==> src/hw/rtl/iqbq_pkg.sv <==
// Shared types, constants and coefficient table for the I/Q biquad decimator.
// No dependencies; used by iqbq_lane, iqbq_merge and iq_biquad_decimate_by_four.

package iqbq_pkg;

  localparam int SAMPLE_WIDTH       = 16;
  localparam int DECIMATION_FACTOR  = 4;
  localparam int SECTION_COUNT      = 2;
  localparam int COEF_FRACTION_BITS = 20;

  localparam int GUARD_BITS  = 8;
  localparam int TABLE_FRAC  = 28;
  localparam int SIG_W       = 32;
  localparam int COEF_W      = COEF_FRACTION_BITS + 4;
  localparam int PROD_W      = SIG_W + COEF_W;
  localparam int ACC_W       = 64;
  localparam int TAPS        = 5;
  localparam int SEC_W       = (SECTION_COUNT > 1) ? $clog2(SECTION_COUNT) : 1;
  localparam int DEC_W       = $clog2(DECIMATION_FACTOR);

  localparam logic signed [ACC_W-1:0] ACC_RND = ACC_W'(64'sd1 <<< (COEF_FRACTION_BITS - 1));
  localparam longint SIG_MAX = (longint'(1) <<< (SIG_W - 1)) - 1;
  localparam longint SIG_MIN = -(longint'(1) <<< (SIG_W - 1));
  localparam longint OUT_MAX = (longint'(1) <<< (SAMPLE_WIDTH - 1)) - 1;
  localparam longint OUT_MIN = -(longint'(1) <<< (SAMPLE_WIDTH - 1));

  typedef enum logic [2:0] {
    TAP_X1,
    TAP_X2,
    TAP_Y1,
    TAP_Y2,
    TAP_X
  } tap_e;

  typedef enum logic [1:0] {
    ST_IDLE,
    ST_RUN,
    ST_DRAIN,
    ST_DONE
  } state_e;

  typedef struct packed {
    logic             load;
    logic             issue;
    logic [SEC_W-1:0] sec;
    tap_e             tap;
  } lane_ctrl_t;

  typedef struct packed {
    logic valid;
    logic block_start;
  } res_t;

  typedef struct packed {
    logic signed [SIG_W-1:0] x1;
    logic signed [SIG_W-1:0] x2;
    logic signed [SIG_W-1:0] y1;
    logic signed [SIG_W-1:0] y2;
  } hist_t;

  // Q4.28 to Q(COEF_FRACTION_BITS), rounded half away from zero
  function automatic logic signed [COEF_W-1:0] round_coef(longint c);
    longint mag;
    int     s;
    s   = TABLE_FRAC - COEF_FRACTION_BITS;
    mag = (c < 0) ? -c : c;
    if (s > 0) begin
      mag = (mag + (longint'(1) <<< (s - 1))) >>> s;
    end
    return COEF_W'((c < 0) ? -mag : mag);
  endfunction

  // Feedback taps hold the negated a1, a2 so every tap adds
  localparam logic signed [COEF_W-1:0] B0_S0  = round_coef(64'sd1295025);
  localparam logic signed [COEF_W-1:0] B1_S0  = round_coef(64'sd2590070);
  localparam logic signed [COEF_W-1:0] B2_S0  = round_coef(64'sd1295025);
  localparam logic signed [COEF_W-1:0] NA1_S0 = round_coef(64'sd281481419);
  localparam logic signed [COEF_W-1:0] NA2_S0 = round_coef(-64'sd79494583);
  localparam logic signed [COEF_W-1:0] B0_S1  = round_coef(64'sd268435456);
  localparam logic signed [COEF_W-1:0] B1_S1  = round_coef(64'sd536870912);
  localparam logic signed [COEF_W-1:0] B2_S1  = round_coef(64'sd268435456);
  localparam logic signed [COEF_W-1:0] NA1_S1 = round_coef(64'sd354579883);
  localparam logic signed [COEF_W-1:0] NA2_S1 = round_coef(-64'sd169849528);

  function automatic logic signed [COEF_W-1:0] coef_sel(logic set, tap_e tap);
    logic signed [COEF_W-1:0] c;
    case (tap)
      TAP_X:   c = set ? B0_S1  : B0_S0;
      TAP_X1:  c = set ? B1_S1  : B1_S0;
      TAP_X2:  c = set ? B2_S1  : B2_S0;
      TAP_Y1:  c = set ? NA1_S1 : NA1_S0;
      TAP_Y2:  c = set ? NA2_S1 : NA2_S0;
      default: c = '0;
    endcase
    return c;
  endfunction

endpackage

==> src/hw/rtl/iqbq_lane.sv <==
// One channel lane: section history, one shared multiplier and accumulator.
// Depends on iqbq_pkg; driven by the sequencer in iq_biquad_decimate_by_four.

module iqbq_lane (
  input  logic                                  clk_i,
  input  logic                                  rst_ni,
  input  iqbq_pkg::lane_ctrl_t                  ctrl_i,
  input  logic signed [iqbq_pkg::SAMPLE_WIDTH-1:0] sample_i,
  output logic signed [iqbq_pkg::SIG_W-1:0]     y_o
);

  iqbq_pkg::hist_t hist_q [iqbq_pkg::SECTION_COUNT];
  iqbq_pkg::hist_t hist_d [iqbq_pkg::SECTION_COUNT];

  logic signed [iqbq_pkg::SIG_W-1:0]  x_cur_q, x_cur_d;
  logic signed [iqbq_pkg::SIG_W-1:0]  operand;
  logic signed [iqbq_pkg::COEF_W-1:0] coef;
  logic signed [iqbq_pkg::PROD_W-1:0] prod_q, prod_d;
  logic                               prod_valid_q, prod_first_q, prod_last_q;
  logic [iqbq_pkg::SEC_W-1:0]         prod_sec_q;
  logic signed [iqbq_pkg::ACC_W-1:0]  acc_q, acc_d;
  logic signed [iqbq_pkg::ACC_W-1:0]  sum;
  logic signed [iqbq_pkg::ACC_W-1:0]  y_full;
  logic signed [iqbq_pkg::SIG_W-1:0]  y_sat;

  always_comb begin
    case (ctrl_i.tap)
      iqbq_pkg::TAP_X1: operand = hist_q[ctrl_i.sec].x1;
      iqbq_pkg::TAP_X2: operand = hist_q[ctrl_i.sec].x2;
      iqbq_pkg::TAP_Y1: operand = hist_q[ctrl_i.sec].y1;
      iqbq_pkg::TAP_Y2: operand = hist_q[ctrl_i.sec].y2;
      iqbq_pkg::TAP_X:  operand = x_cur_q;
      default:          operand = '0;
    endcase
    coef   = iqbq_pkg::coef_sel(ctrl_i.sec[0], ctrl_i.tap);
    prod_d = iqbq_pkg::PROD_W'(operand) * iqbq_pkg::PROD_W'(coef);
  end

  always_comb begin
    sum    = (prod_first_q ? iqbq_pkg::ACC_RND : acc_q) + iqbq_pkg::ACC_W'(prod_q);
    y_full = sum >>> iqbq_pkg::COEF_FRACTION_BITS;
    if (y_full > iqbq_pkg::ACC_W'(iqbq_pkg::SIG_MAX)) begin
      y_sat = iqbq_pkg::SIG_W'(iqbq_pkg::SIG_MAX);
    end else if (y_full < iqbq_pkg::ACC_W'(iqbq_pkg::SIG_MIN)) begin
      y_sat = iqbq_pkg::SIG_W'(iqbq_pkg::SIG_MIN);
    end else begin
      y_sat = iqbq_pkg::SIG_W'(y_full);
    end

    acc_d   = acc_q;
    x_cur_d = x_cur_q;
    hist_d  = hist_q;
    if (prod_valid_q) begin
      acc_d = sum;
      if (prod_last_q) begin
        hist_d[prod_sec_q].x2 = hist_q[prod_sec_q].x1;
        hist_d[prod_sec_q].x1 = x_cur_q;
        hist_d[prod_sec_q].y2 = hist_q[prod_sec_q].y1;
        hist_d[prod_sec_q].y1 = y_sat;
        x_cur_d               = y_sat;
      end
    end
    if (ctrl_i.load) begin
      x_cur_d = iqbq_pkg::SIG_W'(sample_i) <<< iqbq_pkg::GUARD_BITS;
    end
  end

  always_ff @(posedge clk_i or negedge rst_ni) begin
    if (!rst_ni) begin
      hist_q       <= '{default: '0};
      prod_valid_q <= 1'b0;
      prod_first_q <= 1'b0;
      prod_last_q  <= 1'b0;
      prod_sec_q   <= '0;
    end else begin
      hist_q       <= hist_d;
      prod_valid_q <= ctrl_i.issue;
      prod_first_q <= ctrl_i.tap == iqbq_pkg::TAP_X1;
      prod_last_q  <= ctrl_i.tap == iqbq_pkg::TAP_X;
      prod_sec_q   <= ctrl_i.sec;
    end
  end

  always_ff @(posedge clk_i) begin
    prod_q  <= prod_d;
    acc_q   <= acc_d;
    x_cur_q <= x_cur_d;
  end

  assign y_o = x_cur_q;

  a_load_no_mac: assert property (@(posedge clk_i) disable iff (!rst_ni)
    ctrl_i.load |-> !prod_valid_q)
    else $error("lane loads a new item while the accumulator is busy");

  a_section_restart: assert property (@(posedge clk_i) disable iff (!rst_ni)
    prod_valid_q && prod_last_q |=> !prod_valid_q || prod_first_q)
    else $error("product after section end does not open a section");

endmodule

==> config.mk <==
export PLATFORM = sky130hd
export DESIGN_NAME = iqbq_lane
export DESIGN_NICKNAME = d
export VERILOG_FILES = /design/src/hw/rtl/iqbq_pkg.sv /design/src/hw/rtl/iqbq_lane.sv
export SDC_FILE = /design/constraint.sdc
export NUM_CORES = 2
export LEC_CHECK = 0
export ABC_CLOCK_PERIOD_IN_PS = 8100
export BUFFER_PORTS_ARGS = -buffer_cell sky130_fd_sc_hd__buf_4
export CORE_ASPECT_RATIO = 0.6
export CORE_MARGIN = 1
export CORE_UTILIZATION = 45
export DETAILED_ROUTE_END_ITERATION = 10
export PLACE_DENSITY = 0.72
export SKIP_LAST_GASP = 1
export SLEW_MARGIN = 20
export SYNTH_ARGS = -nofsm -noshare
export SYNTH_HDL_FRONTEND = slang
export SYNTH_SLANG_ARGS = --single-unit
==> constraint.sdc <==
create_clock -name clk_i -period 8.1 [get_ports clk_i]
set_clock_uncertainty 0.1 [all_clocks]
set_input_delay 1.215 -clock clk_i [delete_from_list [all_inputs] [get_ports clk_i]]
set_output_delay 1.215 -clock clk_i [all_outputs]
set_load 0.01 [all_outputs]
==> impl_table.tex <==
\begin{tabular}{lr}
\hline
Metric & Value \\
\hline
\multicolumn{2}{l}{\textbf{Synthesis}} \\
\quad Synthesized Nets & 6,140 \\
\quad Syn. warnings & 0 \\
\quad Area share of the leading cell type in the synthesized netlist & 32.5\% \\
\quad Most used DFF post-synth & dfrtp\_1 \\
\quad FFs w/ async S/R, synth & 63.1\% \\
\quad Synth cell types & 78 \\
\quad Netlist area before placement & 46,200 um\^{}2 \\
\quad Syn Inst Count & 5,122 \\
\quad Sequential share of the synthesized area & 22.6\% \\
\quad Flip-flop and latch count after synthesis & 412 \\
\quad Number of synthesized flops with an enable pin & 88 \\
\quad Dominant cell type by area after synthesis & fa\_1 \\
\quad Top post-synthesis cells by area & fa\_1 (32\%), dfrtp\_1 (14\%), nand2\_1 (9.2\%) \\
\quad Synthesized area per cell & 9.02 um\^{}2 \\
\multicolumn{2}{l}{\textbf{Placed design}} \\
\quad Input/output buffers & 55 \\
\quad Detailed placer's ending HPWL & 148 mm \\
\quad Final estimated routing congestion in global placement & 1.10 \\
\quad Number of placed instances, taps included & 7,174 \\
\quad Standard cell area after detailed placement & 55,000 um\^{}2 \\
\quad Setup slack after placement & -2200 ps \\
\multicolumn{2}{l}{\textbf{Clock tree}} \\
\quad Clock latency reported for the late side of the worst-skew pair & 630 ps \\
\quad Root buffer cell & clkbuf\_16 \\
\quad Max Root-Sink Buffers & 3 \\
\quad Clock buffer count from CTS & 31 \\
\quad Clock-pin slew on the worst setup and hold paths & 80 ps \\
\quad CTS H-tree depth & 1 \\
\quad Count of clock tree sinks & 412 \\
\quad Quantity of hold-fixing buffers added after cts & 0 \\
\quad TritonCTS clock tree & yes \\
\multicolumn{2}{l}{\textbf{STA}} \\
\quad Actual transition at the worst max-transition pin & 1210 ps \\
\quad Post-layout worst setup margin & -1060 ps \\
\quad Clock period minus worst slack & 9160 ps \\
\quad Post-Route Hold Slack & 380 ps \\
\quad Fin. max-slew vios & 0 \\
\quad Final hold violations & 0 \\
\quad Number of setup violations in the final report & 38 \\
\quad Fin Setup TNS & -19,390 ps \\
\quad Worst slew margin relative to its limit & 18.7\% \\
\quad Max Clock Freq & 109 MHz \\
\quad Final critical-path share of the clock period & 113\% \\
\quad Unrepaired setup endpoints after global routing & yes \\
\multicolumn{2}{l}{\textbf{Die}} \\
\quad Die Height & 250 um \\
\quad Io pins & 56 \\
\quad Initial cell density of the core & 45.7\% \\
\quad Core region area & 101,000 um\^{}2 \\
\quad DIE AREA & 104,000 um\^{}2 \\
\quad Horizontal die dimension & 416 um \\
\quad Number of core rows & 90 \\
\multicolumn{2}{l}{\textbf{Power}} \\
\quad Sequential group share of total power & 15.5\% \\
\quad Net Sw Frac & 50.8\% \\
\quad Total power per unit cell area & 386 nW/um\^{}2 \\
\quad Reported net switching power & 11.6 mW \\
\quad Leakage power total & 30.1 nW \\
\quad Cell internal pwr & 11.2 mW \\
\quad Share of power burned in combinational logic & 76.9\% \\
\quad Portion of total power attributed to the clock network & 7.6\% \\
\quad Final total power & 22.8 mW \\
\quad Worst-case vdd ir drop & 0.000744 V \\
\multicolumn{2}{l}{\textbf{Layout}} \\
\quad Most common cell after layout, fill and taps aside & nand2\_1 \\
\quad Final std cell area, no fill & 59,000 um\^{}2 \\
\quad Commonest cells after routing, fill and taps aside & nand2\_1 (1,086), buf\_4 (945), inv\_1 (850) \\
\quad Number of standard cells in the layout, taps in and fillers out & 7,367 \\
\quad Share of final-layout standard cells stronger than drive strength 1 & 25.7\% \\
\quad Finished Core Util & 58.4\% \\
\quad Fill cell count & 8,678 \\
\quad Nets@finish & 7,025 \\
\quad Layout overhead on the synthesized area & 27.7\% \\
\multicolumn{2}{l}{\textbf{Flow run}} \\
\quad MaxCap Viol Count & 0 \\
\multicolumn{2}{l}{\textbf{Outcome}} \\
\quad Status & finished, violations left \\
\quad Violated checks & setup timing \\
\multicolumn{2}{l}{\textbf{Setup path}} \\
\quad Kind of start point of the critical path & input port \\
\quad Critical Path Fanout Max & 7 \\
\quad CP Class & in -> reg \\
\quad Capturing element type of the critical path & flop \\
\quad Slowest cell delay on critical path & 580 ps \\
\quad Data arrival time of the worst path & 9600 ps \\
\quad Slowest stage cell, crit path & fa\_1 \\
\quad Data required time of the worst path & 8540 ps \\
\multicolumn{2}{l}{\textbf{GRT}} \\
\quad Vias in the first global route & 40,900 \\
\quad Initial antenna violation count & 5 \\
\quad Total grt overflow & 0 \\
\quad Wire length of the first global-routing pass & 263 mm \\
\quad Global-route usage over all layers & 34.3\% \\
\quad Maximum number of pins on one net before global-route repair & 171 \\
\multicolumn{2}{l}{\textbf{Routing}} \\
\quad Detailed-routing iteration count for the pre-antenna-repair pass & 8 \\
\quad DRT Wirelength & 180 mm \\
\quad Wire length on met1 & 73.6 mm \\
\quad DR WL/cell & 24.4 um \\
\quad Met3 WL post-DR & 23.6 mm \\
\quad Post-detailed-route count of antenna-violating nets & 0 \\
\quad Average via count per standard cell & 5.57 \\
\quad Detailed-route via count & 41,000 \\
\quad DRC violations left & 0 \\
\quad Met2 WL & 75.6 mm \\
\quad Highest metal layer used by the detailed router & met5 \\
\quad Number of DRC violations after detailed-routing iteration 0 & 5,186 \\
\multicolumn{2}{l}{\textbf{Min path}} \\
\quad Hold Path Class & reg -> reg \\
\hline
\end{tabular}
-- timing repair --
| action | 4_1_cts | 5_1_grt |
|---|---|---|
| resized for setup | 235 | 185 |
| gates cloned | 3 | 4 |
| pin swaps | 174 | 102 |
| endpoints found under the setup margin | 38 | 37 |
| setup buffers | 83 | 57 |
-- registers in the layout (all words and copies together), names as in the netlist --
signal and count:
prod_sec_q 1, prod_first_q 1, y_o 32, prod_q 56, prod_valid_q 1, prod_last_q 1, acc_q 64, hist_q 256
-- kinds of logic after synthesis --
group,share of synthesized area (%)
XOR/XNOR,2.27
flip-flops,22.6
multiplexers,1.52
adder cells (fa/ha/maj),39.1
AO/OA/AOI/OAI,9.40
AND/OR/NAND/NOR,15.9
buffers and inverters,9.22
-- per-layer routing --
metal  global-route usage, %  vias to the layer above
met5                       0                        -
met4                    10.9                        4
met3                    11.4                      343
met2                    49.5                     2342
met1                    48.4                    20500
li1                        -                    17900
-- area by class of cell --
type	count	area [um^2]	share of cell area, %
multi-input combinational	3584	33300	56.4
sequential	412	10400	17.7
timing repair buffer	1077	9140	15.5
inverter	901	3390	5.74
tap	1334	1670	2.83
clock buffer	43	883	1.50
clock inverter	14	186	0.316
antenna	2	5.00	0.00848
-- final timing paths --
| path | startpoint | endpoint | slack [ps] | cells past startpoint |
|---|---|---|---|---|
| hold / removal | hist_q[216] | hist_q[216] | 380 | 2 |
| hold reg to reg | hist_q[216] | hist_q[216] | 380 | 2 |
| min in group asynchronous | rst_ni | hist_q[93] | 490 | 1 |
| max in group asynchronous | rst_ni | hist_q[133] | 5760 | 2 |
| setup / recovery | ctrl_i[3] | prod_q[52] | -1060 | 39 |
| setup reg to reg | hist_q[81] | prod_q[52] | -370 | 35 |
-- synthesized netlist by cell type, types with 51 or more instances --
cell / number
nor2_1: 275
a21oi_1: 167
dfrtp_1: 260
ha_1: 244
inv_1: 900
nand2_1: 1130
dfxtp_1: 64
xnor2_1: 80
nor2b_1: 76
fa_1: 750
nand3_1: 76
mux2_2: 51
clkbuf_1: 187
o21ai_0: 97
edfxtp_1: 88
-- critical path, delay by kind of cell --
family          cells  cell delay (ps)
compound gates     10             2230
xor+xnor            1              200
fa+ha+maj           8             3080
buf+inv            13             1810
mux                 1              330
simple gates        6              690
-- power groups by stage --
| stage | clock [mW] | sequential [mW] | combinational [mW] |
|---|---|---|---|
| after floorplan | 0 | 3.45 | 8.76 |
| after global placement | 0 | 3.51 | 15.2 |
| after detailed placement | 0 | 3.52 | 15.4 |
| after CTS | 1.72 | 3.50 | 16.4 |
| after global routing | 1.81 | 3.58 | 18.6 |
| final | 1.74 | 3.52 | 17.5 |
Note: power is estimated with default switching activity, not from simulation.
