===== src/hw/rtl/iqbq_pkg.sv =====
// Shared types, constants and coefficient table for the I/Q biquad decimator.
// No dependencies; used by iqbq_lane, iqbq_merge and iq_biquad_decimate_by_four.

package iqbq_pkg;

  localparam int SAMPLE_WIDTH       = 16;
  localparam int DECIMATION_FACTOR  = 4;
  localparam int SECTION_COUNT      = 2;
  localparam int COEF_FRACTION_BITS = 20;

  localparam int GUARD_BITS  = 8;
  localparam int TABLE_FRAC  = 28;
  localparam int SIG_W       = 32;
  localparam int COEF_W      = COEF_FRACTION_BITS + 4;
  localparam int PROD_W      = SIG_W + COEF_W;
  localparam int ACC_W       = 64;
  localparam int TAPS        = 5;
  localparam int SEC_W       = (SECTION_COUNT > 1) ? $clog2(SECTION_COUNT) : 1;
  localparam int DEC_W       = $clog2(DECIMATION_FACTOR);

  localparam logic signed [ACC_W-1:0] ACC_RND = ACC_W'(64'sd1 <<< (COEF_FRACTION_BITS - 1));
  localparam longint SIG_MAX = (longint'(1) <<< (SIG_W - 1)) - 1;
  localparam longint SIG_MIN = -(longint'(1) <<< (SIG_W - 1));
  localparam longint OUT_MAX = (longint'(1) <<< (SAMPLE_WIDTH - 1)) - 1;
  localparam longint OUT_MIN = -(longint'(1) <<< (SAMPLE_WIDTH - 1));

  typedef enum logic [2:0] {
    TAP_X1,
    TAP_X2,
    TAP_Y1,
    TAP_Y2,
    TAP_X
  } tap_e;

  typedef enum logic [1:0] {
    ST_IDLE,
    ST_RUN,
    ST_DRAIN,
    ST_DONE
  } state_e;

  typedef struct packed {
    logic             load;
    logic             issue;
    logic [SEC_W-1:0] sec;
    tap_e             tap;
  } lane_ctrl_t;

  typedef struct packed {
    logic valid;
    logic block_start;
  } res_t;

  typedef struct packed {
    logic signed [SIG_W-1:0] x1;
    logic signed [SIG_W-1:0] x2;
    logic signed [SIG_W-1:0] y1;
    logic signed [SIG_W-1:0] y2;
  } hist_t;

  // Q4.28 to Q(COEF_FRACTION_BITS), rounded half away from zero
  function automatic logic signed [COEF_W-1:0] round_coef(longint c);
    longint mag;
    int     s;
    s   = TABLE_FRAC - COEF_FRACTION_BITS;
    mag = (c < 0) ? -c : c;
    if (s > 0) begin
      mag = (mag + (longint'(1) <<< (s - 1))) >>> s;
    end
    return COEF_W'((c < 0) ? -mag : mag);
  endfunction

  // Feedback taps hold the negated a1, a2 so every tap adds
  localparam logic signed [COEF_W-1:0] B0_S0  = round_coef(64'sd1295025);
  localparam logic signed [COEF_W-1:0] B1_S0  = round_coef(64'sd2590070);
  localparam logic signed [COEF_W-1:0] B2_S0  = round_coef(64'sd1295025);
  localparam logic signed [COEF_W-1:0] NA1_S0 = round_coef(64'sd281481419);
  localparam logic signed [COEF_W-1:0] NA2_S0 = round_coef(-64'sd79494583);
  localparam logic signed [COEF_W-1:0] B0_S1  = round_coef(64'sd268435456);
  localparam logic signed [COEF_W-1:0] B1_S1  = round_coef(64'sd536870912);
  localparam logic signed [COEF_W-1:0] B2_S1  = round_coef(64'sd268435456);
  localparam logic signed [COEF_W-1:0] NA1_S1 = round_coef(64'sd354579883);
  localparam logic signed [COEF_W-1:0] NA2_S1 = round_coef(-64'sd169849528);

  function automatic logic signed [COEF_W-1:0] coef_sel(logic set, tap_e tap);
    logic signed [COEF_W-1:0] c;
    case (tap)
      TAP_X:   c = set ? B0_S1  : B0_S0;
      TAP_X1:  c = set ? B1_S1  : B1_S0;
      TAP_X2:  c = set ? B2_S1  : B2_S0;
      TAP_Y1:  c = set ? NA1_S1 : NA1_S0;
      TAP_Y2:  c = set ? NA2_S1 : NA2_S0;
      default: c = '0;
    endcase
    return c;
  endfunction

endpackage


===== src/hw/rtl/iqbq_merge.sv =====
// Merging stage: rounds both lane results, keeps one pair in four from each block start, output register.
// Depends on iqbq_pkg; fed by the two iqbq_lane instances.

module iqbq_merge (
  input  logic                                     clk_i,
  input  logic                                     rst_ni,
  input  iqbq_pkg::res_t                           res_i,
  input  logic signed [iqbq_pkg::SIG_W-1:0]        y_in_phase_i,
  input  logic signed [iqbq_pkg::SIG_W-1:0]        y_quadrature_i,
  input  logic                                     out_stall_i,
  output logic                                     take_o,
  output logic                                     out_valid_o,
  output logic signed [iqbq_pkg::SAMPLE_WIDTH-1:0] in_phase_out_o,
  output logic signed [iqbq_pkg::SAMPLE_WIDTH-1:0] quadrature_out_o
);

  localparam int RW = iqbq_pkg::SIG_W + 1 - iqbq_pkg::GUARD_BITS;

  function automatic logic signed [iqbq_pkg::SAMPLE_WIDTH-1:0] to_sample(
    logic signed [iqbq_pkg::SIG_W-1:0] y
  );
    logic signed [iqbq_pkg::SIG_W:0] r;
    logic signed [RW-1:0]            t;
    logic signed [iqbq_pkg::SAMPLE_WIDTH-1:0] s;
    r = (iqbq_pkg::SIG_W + 1)'(y) + (iqbq_pkg::SIG_W + 1)'(1 << (iqbq_pkg::GUARD_BITS - 1));
    t = RW'(r >>> iqbq_pkg::GUARD_BITS);
    if (t > RW'(iqbq_pkg::OUT_MAX)) begin
      s = iqbq_pkg::SAMPLE_WIDTH'(iqbq_pkg::OUT_MAX);
    end else if (t < RW'(iqbq_pkg::OUT_MIN)) begin
      s = iqbq_pkg::SAMPLE_WIDTH'(iqbq_pkg::OUT_MIN);
    end else begin
      s = iqbq_pkg::SAMPLE_WIDTH'(t);
    end
    return s;
  endfunction

  logic [iqbq_pkg::DEC_W-1:0] phase_q, phase_d, phase_base;
  logic                       emit;
  logic                       out_valid_q, out_valid_d;
  logic signed [iqbq_pkg::SAMPLE_WIDTH-1:0] i_out_q, q_out_q;

  always_comb begin
    phase_base = res_i.block_start ? '0 : phase_q;
    emit       = phase_base == '0;
    take_o     = res_i.valid && (!emit || !out_valid_q || !out_stall_i);
    phase_d    = phase_q;
    if (take_o) begin
      if (phase_base == iqbq_pkg::DEC_W'(iqbq_pkg::DECIMATION_FACTOR - 1)) begin
        phase_d = '0;
      end else begin
        phase_d = phase_base + iqbq_pkg::DEC_W'(1);
      end
    end
    out_valid_d = out_valid_q;
    if (take_o && emit) begin
      out_valid_d = 1'b1;
    end else if (!out_stall_i) begin
      out_valid_d = 1'b0;
    end
  end

  always_ff @(posedge clk_i or negedge rst_ni) begin
    if (!rst_ni) begin
      phase_q     <= '0;
      out_valid_q <= 1'b0;
    end else begin
      phase_q     <= phase_d;
      out_valid_q <= out_valid_d;
    end
  end

  always_ff @(posedge clk_i) begin
    if (take_o && emit) begin
      i_out_q <= to_sample(y_in_phase_i);
      q_out_q <= to_sample(y_quadrature_i);
    end
  end

  assign out_valid_o      = out_valid_q;
  assign in_phase_out_o   = i_out_q;
  assign quadrature_out_o = q_out_q;

  a_emit_from_take: assert property (@(posedge clk_i) disable iff (!rst_ni)
    $rose(out_valid_o) |-> $past(take_o))
    else $error("output item appears without a taken lane result");

endmodule


===== config.mk =====
export PLATFORM = sky130hd
export DESIGN_NAME = iqbq_merge
export DESIGN_NICKNAME = d
export VERILOG_FILES = /design/src/hw/rtl/iqbq_pkg.sv /design/src/hw/rtl/iqbq_merge.sv
export SDC_FILE = /design/constraint.sdc
export NUM_CORES = 1
export LEC_CHECK = 0
export ABC_AREA = 1
export BUFFER_PORTS_ARGS = -buffer_cell sky130_fd_sc_hd__buf_2
export CORE_ASPECT_RATIO = 0.5
export CORE_MARGIN = 3
export CORE_UTILIZATION = 40
export CTS_BUF_LIST = sky130_fd_sc_hd__clkbuf_4 sky130_fd_sc_hd__clkbuf_8 sky130_fd_sc_hd__clkbuf_16
export CTS_CLUSTER_DIAMETER = 40
export DETAILED_ROUTE_END_ITERATION = 6
export MAX_ROUTING_LAYER = met4
export PLACE_DENSITY = 0.66
export RECOVER_POWER = 100
export SLEW_MARGIN = 30
export SYNTH_ARGS = -nofsm -noshare
export SYNTH_HDL_FRONTEND = slang
export SYNTH_SLANG_ARGS = --single-unit

===== constraint.sdc =====
create_clock -name clk_i -period 5.1 [get_ports clk_i]
set_input_delay 0.51 -clock clk_i [delete_from_list [all_inputs] [get_ports clk_i]]
set_output_delay 0.51 -clock clk_i [all_outputs]
set_load 0.02 [all_outputs]

==> flow_summary.json, run 1 <==
{
  "outcome": "finished clean",
  "fin_skew_ns": 0.00790,
  "period_needed_ns": 2.62,
  "drive_gt1_share_pct": 15.3,
  "globalplace.congestion": 0.898,
  "synthAdderAreaFrac_pct": 1.28,
  "synthTopCellsByCount": "nand2_1, nor2_1, inv_1",
  "ys_seq_area_share_pct": 35.5,
  "n_antenna_cell": 0,
  "fp.dieW_um": 127,
  "grt_first_pass_wirelength_mm": 11.3,
  "rsz0062_at_grt": "no",
  "critPathRequiredTime_ns": 5.00,
  "htree_num_levels": 2,
  "coreArea_um2": 6880,
  "final_nets": 587,
  "synth_seq_cells": 35,
  "clk_latency_ns": 0.29,
  "synth_edf_count": 32,
  "stdcell_count": 608,
  "hold_class": "primary input to asynchronous set/reset pin",
  "ir_drop_mv": 0.147,
  "grt_max_degree": 18,
  "synth_top_area_cell": "edfxtp_1",
  "drv_slew": 0,
  "worstPathArrival_ns": 2.52,
  "yosysWarnings": 0,
  "cts_sinks": 35,
  "worstPathCellList": "buf_2 > inv_1 > nand2_1 > ha_1 > nand3_1 > nand2_1 > inv_1 > nand2_1 > inv_1 > clkbuf_1",
  "reg2reg_to": "quadrature_out_o[13]$_SDFFCE_PN1P_",
  "maxCapViolCount": 0,
  "synth_xor_area_share_pct": 8.39,
  "max_freq_mhz": 382,
  "start_util_pct": 42.4,
  "dr.pass1.iters": 4,
  "portBuffers": 88,
  "synth-main-ff-cell": "edfxtp_1",
  "synth_cell_types": 27,
  "synth_mux_area_share_pct": 0,
  "end_kind": "flip-flop",
  "die_h_um": 66.4,
  "antenna_found_initial": 0,
  "ff2ff_setup_slack_ns": 2.51,
  "setup_violations": 0,
  "grt_pass1_vias": 2491,
  "path_class": "primary input to flip-flop",
  "die-area_um2": 8430,
  "postCtsSetupBuffers": 0,
  "synth.avg_cell_area_um2": 6.91,
  "async_flop_share_pct": 8.57,
  "wirelength_mm": 7.01,
  "clock-root-buffer": "clkbuf_16",
  "nFillCells": 746,
  "power_leakage_uw": 0.00172,
  "synthSimpleGateAreaFrac_pct": 46.5,
  "syn-num-nets": 495,
  "r2r-start": "phase_q[0]$_DFFE_PN0P_",
  "syn_area_um2": 2920,
  "ant_nets": 0,
  "synth_top_family_by_area": "simple AND/OR/NAND/NOR gates",
  "syn_to_final_growth_pct": 21.1,
  "grt_overflow_total": 0,
  "fp-row-count": 21,
  "cts_tree": "yes",
  "ioPinCount": 103,
  "hold_buffers": 0,
  "synth_top_area_share_pct": 32.9,
  "syn_inst": 423,
  "relSlewSlack_pct": 37.3,
  "yosysMostFrequentCell": "nand2_1",
  "max_stage_delay_ns": 0.77,
  "dp_hpwl_mm": 5.81,
  "synth.area.top_cells": "edfxtp_1, nand2_1, nor2_1",
  "drt-initial-drc-count": 131,
  "drc": 0,
  "cts-buffers-inserted": 5,
  "critPathSlowestCell": "clkbuf_1",
  "worst_pin_slew_ns": 0.941,
  "viasPerCell": 4.57,
  "cts-resized-gates": 0,
  "power_uw": 942,
  "powerDensity_nw_per_um2": 266,
  "hold_viol": 0,
  "clk_pin_slew_ns": 0.06,
  "wl_per_cell_um": 11.5,
  "vias": 2780,
  "track_usage_pct": 17.2,
  "synth_compound_area_share_pct": 0.985,
  "cts_buffer_depth": 2,
  "path_max_fanout": 17,
  "final.setup.tns_ns": 0,
  "finalCritPeriodShare_pct": 51.4,
  "reg2regPathDepth": 8,
  "cp-start-kind": "primary input",
  "post-place-cells": 600
}
[worst max-delay path, delay by kind of cell]
kind	cells	cell delay, ns
simple gates	4	0.30
buf+inv	5	1.49
fa+ha+maj	1	0.21
[registers in the layout, summed over array words and instances (netlist names)]
| signal | count |
|---|---|
| phase_q | 2 |
| out_valid_o | 1 |
| in_phase_out_o | 16 |
| quadrature_out_o | 16 |
[power by group]
group / internal, uW / total (uW) / switching [uW]
clock: 233 / 358 / 125
combinational: 61.6 / 211 / 149
sequential: 362 / 373 / 11.2
[stage by stage]
stage | area, um^2 | util (%) | hold WS [ns] | worst slack, ns
floorplan | 2920 | - | 0.214 | 2.82
global placement | 3430 | 49.8 | 0.306 | 2.64
detailed placement | 3430 | 49.8 | 0.310 | 2.62
CTS | 3600 | 52.3 | 0.00541 | 2.91
global route | 3540 | 51.4 | 0.0318 | 2.27
finish | 3540 | 51.4 | 0.0257 | 2.48
[final cells by class]
type	count	area, um^2	share of cell area (%)
Inverter	43	161	4.56
Clock buffer	5	125	3.54
Sequential cell	35	1040	29.3
Timing Repair Buffer	89	397	11.2
Multi-Input combinational cell	341	1660	46.8
Clock inverter	3	47.5	1.34
Tap cell	92	115	3.25
[layout by cell type, fill, tap and decap left out, types with 6 or more instances in the layout]
cell / count
buf_2: 50
inv_1: 42
xnor2_1: 10
nand3_1: 23
nor2_1: 55
nand4_1: 7
xor2_1: 18
clkbuf_1: 39
nand3b_1: 6
edfxtp_1: 32
nand2_1: 186
nor2_2: 6
[per-layer routing]
layer | vias to the layer above | part of all wire, % | global-route usage (%)
li1 | 1508 | - | -
met1 | 1202 | 48 | 21.4
met2 | 63 | 46 | 29.5
met3 | 7 | 4.9 | 3.06
met4 | 0 | 1.2 | 4.41
met5 | - | 0 | -
[worst max path at each step]
| stage | to | slack (ns) | start |
|---|---|---|---|
| final | quadrature_out_o[13]$_SDFFCE_PN1P_ | 2.48 | res_i[0] |
| after global routing | quadrature_out_o[11]$_SDFFCE_PN1P_ | 2.27 | res_i[0] |
| after CTS | quadrature_out_o[13]$_SDFFCE_PN1P_ | 2.91 | res_i[0] |
| after global placement | quadrature_out_o[13]$_SDFFCE_PN1P_ | 2.64 | res_i[0] |
| after detailed placement | quadrature_out_o[10]$_SDFFCE_PN1P_ | 2.62 | res_i[0] |
| after floorplan | in_phase_out_o[0]$_SDFFCE_PN1P_ | 2.82 | res_i[0] |
[logic make-up (layout without fill, tap and decap cells)]
family	after synthesis	in the layout
compound gates	5	5
xor+xnor	28	28
fa+ha+maj	3	3
buf+inv	47	140
flops	35	35
simple gates	305	305
(Power assumes the default switching activity.)
==> run 2: changes to the inputs <==
--- a/config.mk
+++ b/config.mk
@@ -14,7 +14,7 @@
 export CTS_CLUSTER_DIAMETER = 40
 export DETAILED_ROUTE_END_ITERATION = 6
 export MAX_ROUTING_LAYER = met4
-export PLACE_DENSITY = 0.66
+export PLACE_DENSITY = 0.69
 export RECOVER_POWER = 100
 export SLEW_MARGIN = 30
 export SYNTH_ARGS = -nofsm -noshare
==> constraint.sdc (replaced) <==
create_clock -name clk_i -period 2.4 [get_ports clk_i]
set_input_delay 0.24 -clock clk_i [delete_from_list [all_inputs] [get_ports clk_i]]
set_output_delay 0.24 -clock clk_i [all_outputs]
set_load 0.02 [all_outputs]
==> run 2 against run 1 <==
  * Clock-buffer cell count rose by 1
  * Global-route usage rose by 0.11 points
  * Power rose by 99%
  * Worst setup slack got worse by 2.1 ns
  * Sequential share of layout area rose by 0.16 points
  * First-iteration DRC count fell by 8.4%
  * Register-to-register slack got worse by 2.1 ns
  * Critical endpoint is now in_phase_out_o[13]$_SDFFCE_PN1P_
  * Combinational power rose by 110%
==> flow_summary.json, run 2 (synthesis gave the netlist of run 1 again) <==
{
  "place_ws_ns": 0.256,
  "path_buf_inv": 3,
  "portBuffers": 88,
  "start_util_pct": 42.4,
  "coreArea_um2": 6880,
  "maxCapViolCount": 0,
  "worst_pin_slew_ns": 0.795,
  "fp.dieW_um": 127,
  "powerDensity_nw_per_um2": 532,
  "p_int_uw": 1300,
  "ioPinCount": 103,
  "fin_skew_ns": 0.00332,
  "rsz0062_at_grt": "no",
  "ir_drop_mv": 0.228,
  "layout_common_cells": "nand2_1, nor2_1, buf_2",
  "grt_overflow_total": 0,
  "syn_to_final_growth_pct": 20.4,
  "path_max_fanout": 32,
  "dp_hpwl_mm": 5.85,
  "die_h_um": 66.4,
  "vias": 2821,
  "drc": 0,
  "htree_num_levels": 2,
  "antenna_found_initial": 0,
  "drive_gt1_share_pct": 15.3,
  "clk_latency_ns": 0.28,
  "globalplace.congestion": 0.880,
  "period_needed_ns": 2.02,
  "grt_max_degree": 33,
  "hold_viol": 0,
  "finalCritPeriodShare_pct": 84.2,
  "cts_tree": "yes",
  "layout_commonest_cell": "nand2_1",
  "setup_violations": 0,
  "pwr-share-clk_pct": 33.6,
  "cp-start-kind": "flip-flop",
  "clock-root-buffer": "clkbuf_16",
  "n_antenna_cell": 0,
  "max_freq_mhz": 495,
  "track_usage_pct": 17.4,
  "viasPerCell": 4.63,
  "crit_top_cell": "nand2_1",
  "critPathRequiredTime_ns": 2.31,
  "pwr-share-seq_pct": 42.4,
  "dr.pass1.iters": 4,
  "drv_slew": 0,
  "relSlewSlack_pct": 47.0,
  "fp-row-count": 21,
  "end_kind": "flip-flop",
  "worstPathArrival_ns": 1.93,
  "die-area_um2": 8430,
  "clk_pin_slew_ns": 0.05,
  "drt-initial-drc-count": 120,
  "max_stage_delay_ns": 0.61,
  "switching_power_uw": 575,
  "crit_family": "buffers and inverters",
  "final.setup.tns_ns": 0,
  "wl_per_cell_um": 11.5,
  "grt_pass1_vias": 2591,
  "critPathSlowestCell": "clkbuf_2",
  "comb_power_share_pct": 24.0,
  "cts-buffers-inserted": 5,
  "swShare_pct": 30.7,
  "hold_class": "primary input to flip-flop",
  "cts_sinks": 35,
  "grt_first_pass_wirelength_mm": 11.5,
  "cts_buffer_depth": 2,
  "ant_nets": 0,
  "setup_ws_ns": 0.379,
  "final_nets": 588,
  "hold_ws_ns": 0.202,
  "wirelength_mm": 7.01,
  "final_util_pct": 51.1,
  "worstPathCellList": "nand2_1 > ha_1 > nand3_1 > nand2_1 > inv_1 > nand2_1 > inv_1 > clkbuf_2",
  "power_leakage_uw": 0.00170,
  "path_class": "flip-flop to flip-flop",
  "outcome": "finished clean"
}
run 2: changes by cell type in the layout (fill, tap and decap cells not counted), sizes merged:
| cell | previous run | this run |
|---|---|---|
| dlygate4sd3 | 0 | 1 |
| clkbuf | 44 | 45 |
| inv | 44 | 42 |
| clkinvlp | 0 | 1 |
| clkinv | 1 | 2 |
| bufinv | 1 | 0 |
run 2: worst reg2reg max path, delay by kind of cell, from the launching register on:
kind                     cells  cell delay (ns)
adder cells (fa/ha/maj)      1             0.22
buffers and inverters        3             0.78
flip-flops                   1             0.34
AND/OR/NAND/NOR              4             0.30
run 2: timing repair:
action                    CTS  global route
hold buffers                1             0
hold endpoints to repair    3             0
gates resized for setup     0             0
buffers inserted            0             0
run 2: area by class of cell:
cell class,count,area (um^2)
Multi-Input combinational cell,341,1650
Fill cell,739,3370
Timing Repair Buffer,90,408
Inverter,43,161
Clock inverter,2,12.5
Clock buffer,6,133
Sequential cell,35,1040
Tap cell,92,115
run 2: per-layer routing:
layer,vias up,global-route usage [%],routed length (um)
met5,-,-,0
met4,0,5.08,91
met3,12,2.74,311
met2,63,30.4,3410
met1,1234,21.0,3200
li1,1512,-,-
run 2: worst paths after layout:
kind | start | to | slack, ns | cells after the start
setup reg to reg | phase_q[0]$_DFFE_PN0P_ | in_phase_out_o[13]$_SDFFCE_PN1P_ | 0.38 | 8
hold / removal | out_stall_i | out_valid_o$_DFFE_PN0P_ | 0.20 | 3
setup / recovery | phase_q[0]$_DFFE_PN0P_ | in_phase_out_o[13]$_SDFFCE_PN1P_ | 0.38 | 8
max in group asynchronous | rst_ni | phase_q[0]$_DFFE_PN0P_ | 1.93 | 2
hold reg to reg | phase_q[0]$_DFFE_PN0P_ | phase_q[0]$_DFFE_PN0P_ | 0.49 | 2
min in group asynchronous | rst_ni | out_valid_o$_DFFE_PN0P_ | 0.31 | 2
run 2: power groups by stage:
stage,clock [uW],combinational [uW],sequential (uW)
final,629,450,793
after global routing,667,506,800
after CTS,640,478,791
after detailed placement,0,476,802
after global placement,0,470,800
after floorplan,0,209,888
run 2: per-stage QoR:
step / power (uW) / instances / cell area, um^2
after floorplan: 1100 / 423 / 2920
after global placement: 1270 / 600 / 3430
after detailed placement: 1280 / 600 / 3430
after CTS: 1910 / 609 / 3590
after global routing: 1970 / 609 / 3520
final: 1870 / 609 / 3520
